**config.mk**
```make
export PLATFORM = sky130hd
export DESIGN_NAME = sotg_alu
export DESIGN_NICKNAME = d
export VERILOG_FILES = /design/src/sotg_pkg.sv /design/src/sotg_alu.sv
export SDC_FILE = /design/constraint.sdc
export NUM_CORES = 2
export LEC_CHECK = 0
export ABC_AREA = 0
export BUFFER_PORTS_ARGS = -buffer_cell sky130_fd_sc_hd__buf_2
export CORE_UTILIZATION = 50
export CTS_CLUSTER_DIAMETER = 40
export CTS_CLUSTER_SIZE = 20
export DETAILED_ROUTE_END_ITERATION = 7
export PLACE_DENSITY = 0.7
export SLEW_MARGIN = 20
export SYNTH_ARGS = -nofsm -noshare
export SYNTH_HDL_FRONTEND = slang
export SYNTH_SLANG_ARGS = --single-unit
export TNS_END_PERCENT = 5
```
**constraint.sdc**
```tcl
create_clock -name clk -period 8.4 [get_ports clk]
set_input_delay 1.68 -clock clk [delete_from_list [all_inputs] [get_ports clk]]
set_output_delay 1.68 -clock clk [all_outputs]
set_load 0.01 [all_outputs]
```
**src/sotg_pkg.sv**
```systemverilog
// ----------------------------------------------------------------------------
// sotg_pkg: shared types and constants of the single-object track gate
// Holds item kinds, register indexes, state codes and fixed constants.
// ----------------------------------------------------------------------------
package sotg_pkg;

  typedef enum logic [1:0] {
    KIND_DETECT = 2'd0,
    KIND_UPDATE = 2'd1,
    KIND_FRAME  = 2'd2,
    KIND_TICK   = 2'd3
  } kind_t;

  localparam logic [2:0] REG_START_X   = 3'd0;
  localparam logic [2:0] REG_START_Y   = 3'd1;
  localparam logic [2:0] REG_START_HUE = 3'd2;
  localparam logic [2:0] REG_START_SZ  = 3'd3;
  localparam logic [2:0] REG_OCCLUDE   = 3'd4;
  localparam logic [2:0] REG_LOST      = 3'd5;
  localparam logic [2:0] REG_ACQ_TO    = 3'd6;
  localparam logic [2:0] REG_ACQ_CNT   = 3'd7;

  localparam logic [2:0] CODE_OCCLUDED = 3'd0;
  localparam logic [2:0] CODE_STILL    = 3'd1;
  localparam logic [2:0] CODE_MOVING   = 3'd2;
  localparam logic [2:0] CODE_GONE     = 3'd3;
  localparam logic [2:0] CODE_OTHER    = 3'd4;

  localparam int HUE_TOL       = 5;
  localparam int DECAY_NUM     = 253;
  // Squared travel magnitude above which the object counts as moving (Q8 squared).
  localparam int MOTION_LIMIT2 = 400 * 65536;

  // Operations of the shared arithmetic unit.
  typedef enum logic [1:0] {
    OP_MUL = 2'd0,
    OP_ADD = 2'd1,
    OP_SUB = 2'd2
  } alu_op_t;

endpackage

```
**src/sotg_alu.sv**
```systemverilog
// ----------------------------------------------------------------------------
// sotg_alu: shared arithmetic unit
// One signed multiply, add or subtract per cycle, result registered.
// ----------------------------------------------------------------------------
module sotg_alu #(
  parameter int AW = 24
) (
  input  logic                   clk,
  input  sotg_pkg::alu_op_t      op,
  input  logic signed [2*AW-1:0] a,
  input  logic signed [2*AW-1:0] b,
  output logic signed [2*AW-1:0] y_r
);
  logic signed [AW-1:0]   ma, mb;
  logic signed [2*AW-1:0] prod, y_nxt;

  // The multiplier only sees the low operand halves, taken as signed values.
  assign ma   = a[AW-1:0];
  assign mb   = b[AW-1:0];
  assign prod = ma * mb;

  always_comb begin
    case (op)
      sotg_pkg::OP_MUL: y_nxt = prod;
      sotg_pkg::OP_ADD: y_nxt = a + b;
      sotg_pkg::OP_SUB: y_nxt = a - b;
      default:          y_nxt = a;
    endcase
  end

  always_ff @(posedge clk) begin
    y_r <= y_nxt;
  end
endmodule

```
# [Yosys cells after proc, flatten, opt, wreduce, memory -nomap -nowiden]
# Cells that the tools add are included.
[op_classes] mux=1 n_addsub=2 multipliers=1 eq_ne=2 n_reduce_logical=1
[ops] operator="48-bit one-hot mux with 3 select lines" n=1
[ops] operator="48-bit adder" n=1
[ops] operator="24-bit by 24-bit multiplier with 48-bit output" n=1
[ops] operator="48-bit subtractor" n=1
[ops] operator="2-bit by 1-bit equality test with 1-bit output, second input constant" n=1
[ops] operator="2-bit equality test, second input constant" n=1
[ops] operator="2-bit zero test" n=1
[totals] output_inout_bits=48 word_cells=8 in_bits=99 ff_bits=48

# [Logic depth before layout (Yosys ltp)]
[depth] depth_word=2 depth_mapped=29 mapped_depth_nobuf=26

# [Worst setup path after synthesis]
# OpenSTA, ideal clock, no wires.
[synth_timing] path_type="input to register" start="in b[4]" end="reg y_r[39]" setup_slack_ns=-0.281 t_arrival_ns=8.559 required_ns=8.278 setup_time_ns=0.122 cell_stages=26 path_cell_list="clkbuf_1 > buf_1 > nand2_1 > fa_1 > fa_1 > fa_1 > inv_1 > fa_1 > inv_1 > fa_1 > inv_1 > fa_1 > inv_1 > fa_1 > inv_1 > ha_1 > nand4_1 > nor2_1 > a2111oi_0 > a211oi_1 > or3_1 > a21oi_2 > o21ai_0 > a21oi_1 > mux2_2 > a221o_1"
[synth_via] elab_chain_len=2 elab_cells_between_ends=4 classes_between="add/sub: 2; mul: 1; mux: 1"
[synth_rtl] item="from (decl)" line="sotg_alu.sv:11" rtl="input logic signed [2*AW-1:0] b,"
[synth_rtl] item="24-bit by 24-bit multiplier with 48-bit output (tied with other cells)" line="sotg_alu.sv:20" rtl="assign prod = ma * mb;"
[synth_rtl] item="48-bit one-hot mux with 3 select lines (*)" line="sotg_alu.sv:23" rtl="case (op)"
[synth_rtl] item="net y_nxt[39]" line="sotg_alu.sv:15" rtl="logic signed [2*AW-1:0] prod, y_nxt;"
[synth_rtl] item="to (signal assigned)" line="sotg_alu.sv:32" rtl="y_r <= y_nxt;"
[synth_rtl] item="to (decl)" line="sotg_alu.sv:12" rtl="output logic signed [2*AW-1:0] y_r"
# The timed path passes the listed nets; every way through them passes the cells marked *.

# [Final worst setup path]
# Same ends and word-level chain as after synthesis.

==> impl_metrics.env <==
export IMPL_grt_util_met3_pct=5.319
export IMPL_met1_usage_pct=40.58
export IMPL_setup_viol=0
export IMPL_drt_wl_total_mm=80.24
export IMPL_yosys_top_cells_area="fa_1 (46%), inv_1 (9.0%), ha_1 (8.7%)"
export IMPL_firstDrtPassIters=6
export IMPL_clock_path_buffers=2
export IMPL_synth_ff_type="dfxtp_1"
export IMPL_worst_pin_slew_ns=0.8603
export IMPL_vias=22117
export IMPL_htreeDepth=2
export IMPL_final_max_slew_viol_count=0
export IMPL_holdCritPathClass="in -> reg"
export IMPL_layout_drive_gt1_share_pct=14.35
export IMPL_yosysSeqAreaShare_pct=3.609
export IMPL_die_y_um=232.8
export IMPL_clock_root_buffer="clkbuf_16"
export IMPL_drt_iter0_markers=1608
export IMPL_cts_buffers=5
export IMPL_grt_pass1_vias=23869
export IMPL_cpPeakStageDelay_ns=0.54
export IMPL_grt_pass1_wl_mm=128.6
export IMPL_cp_common_cell="fa_1"
export IMPL_grt_busiest_layer="met2"
export IMPL_std_cell_rows=84
export IMPL_crit_path_max_fanout=14
export IMPL_yosys_warnings=0
export IMPL_vias_per_cell=5.513
export IMPL_synth_edf_count=0
export IMPL_maxSlewHeadroom_pct=42.65
export IMPL_syn_avg_cell_area_sq_um=8.725
export IMPL_synth_top_area_share_pct=45.71
export IMPL_place_port_buffers=146
export IMPL_grt_overflow=0
export IMPL_hold_viol_final=0
export IMPL_fin_nets=4215
export IMPL_grt_max_degree=47
export IMPL_syn_instance_count=3052
export IMPL_antenna_found_initial=3
export IMPL_ioPinCount=147
export IMPL_dpl_hpwl_mm=70.62
export IMPL_status="finished, final reports clean"
export IMPL_die_w_um=232.8
export IMPL_maxCapViolations=0
export IMPL_initial_core_util_pct=50.67
export IMPL_yosysMostFrequentCell="inv_1"
export IMPL_finalCritPeriodShare_pct=98.33
export IMPL_crit_required_ns=8.60
export IMPL_synth_area_leader_cell="fa_1"
export IMPL_finalCriticalPeriod_ns=8.259
export IMPL_fin_tns_setup_ns=0
export IMPL_syn_cell_area_sq_um=26630
export IMPL_drtAntennaViolNets=0
export IMPL_synth_cell_types=77
export IMPL_wl_per_cell_um=20.00
export IMPL_top_regs="y_r: 48 flops"
export IMPL_die_area_sq_um=54190
export IMPL_area_delta_synth_final_pct=13.41
export IMPL_gp_congestion=0.9633
export IMPL_cts_sinks=48
export IMPL_track_usage_pct=30.78
export IMPL_rsz0062_at_grt="yes"
export IMPL_cp_start_kind="input pin"
export IMPL_end_kind="flop"
export IMPL_core_area_sq_um=52550
export IMPL_synth_ff_latch_count=48
export IMPL_slowest_stage="fa_1"
export IMPL_top_register="y_r"
export IMPL_drc=0
export IMPL_grt_met2_usage_pct=51.83
export IMPL_synthArstFlopShare_pct=0
export IMPL_hold_buffers=0
export IMPL_path_clk_slew_ns=0.07
export IMPL_largest_reg_flops=48
export IMPL_yosys_top_cells_count="inv_1 (642), fa_1 (608), nand2_1 (362)"
export IMPL_arrival_ns=8.46
export IMPL_fmax_mhz=121.1
export IMPL_syn_nets=3945
export IMPL_post_route_util_pct=57.47
export IMPL_path_class="in -> reg"
export IMPL_cts_tree="built"
-- metrics by stage --
step                hold WS, ns  setup slack (ns)  cells  cell area, sq um
floorplan                 1.793           0.01956   3052             26670
global placement          1.917           -0.3474   4001             29800
detailed placement        1.918           -0.4045   4001             29800
CTS                       1.604          0.001383   4009             30010
global route              1.614          -0.07087   4012             30200
finish                    1.600            0.1406   4012             30200
-- metal layers --
layer  share of wire, %  vias up
met5              0.034        -
met4                3.6        4
met3                8.5      170
met2                 48      952
met1                 40    11118
li1                   -     9873
-- path summary, 6_finish.rpt --
path | from | end | slack (ns) | cells past startpoint
setup / recovery | b[4] | y_r[39] | 0.14 | 26
hold / removal | a[34] | y_r[34] | 1.60 | 3
-- cells by family (layout without fill, tap and decap cells) --
family          count (synthesis)  in the layout  share of synthesized area, %
other cells                     0              1                             0
buf+inv                       796           1067                         11.42
flops                          48             48                         3.609
mux                             6              6                        0.2396
xor+xnor                      132            132                         4.341
simple gates                  883            883                         16.18
compound gates                393            393                         9.768
fa+ha+maj                     794            794                         54.45
-- critical path: cells and delay by family --
family	cells	cell delay [ns]
compound gates	6	1.05
fa+ha+maj	8	3.62
mux	1	0.35
simple gates	4	0.74
buf+inv	7	1.00
-- cells in the final DEF (no fill, tap or decap), types with 8 or more instances in the layout --
cell / instances
a21o_1: 52
a221oi_1: 14
nand3_1: 30
o31ai_1: 8
inv_1: 640
clkbuf_4: 11
a31oi_1: 18
nand4_1: 18
a211oi_1: 9
a21oi_1: 109
nor3_1: 30
xnor2_1: 110
o21bai_1: 15
dfxtp_1: 48
buf_12: 13
nor2b_1: 18
and2_1: 249
nand2b_1: 12
o21ai_0: 63
nor2_1: 112
a22oi_1: 23
nand2_1: 361
buf_2: 132
xor2_1: 20
o211ai_1: 9
fa_1: 604
ha_1: 180
buf_4: 258
-- cell type report --
| cell class | instances | area, sq um |
|---|---|---|
| Multi-Input combinational cell | 2208 | 22810 |
| Fill cell | 4722 | 22350 |
| Sequential cell | 48 | 960.9 |
| Clock inverter | 3 | 68.82 |
| Clock buffer | 5 | 125.1 |
| Inverter | 644 | 2422 |
| Timing Repair Buffer | 415 | 2952 |
| Tap cell | 688 | 860.8 |
| Antenna cell | 1 | 2.502 |
-- timing repair --
| item | in CTS | in global routing |
|---|---|---|
| hold endpoints to repair | 0 | 0 |
| setup endpoints to repair | 11 | 20 |
| pin swaps | 0 | 16 |
| buffers inserted | 0 | 2 |
| resized for setup | 7 | 49 |
Power is not shown: default switching activity piles up to over one toggle a cycle in this logic, so the estimate is an artifact.
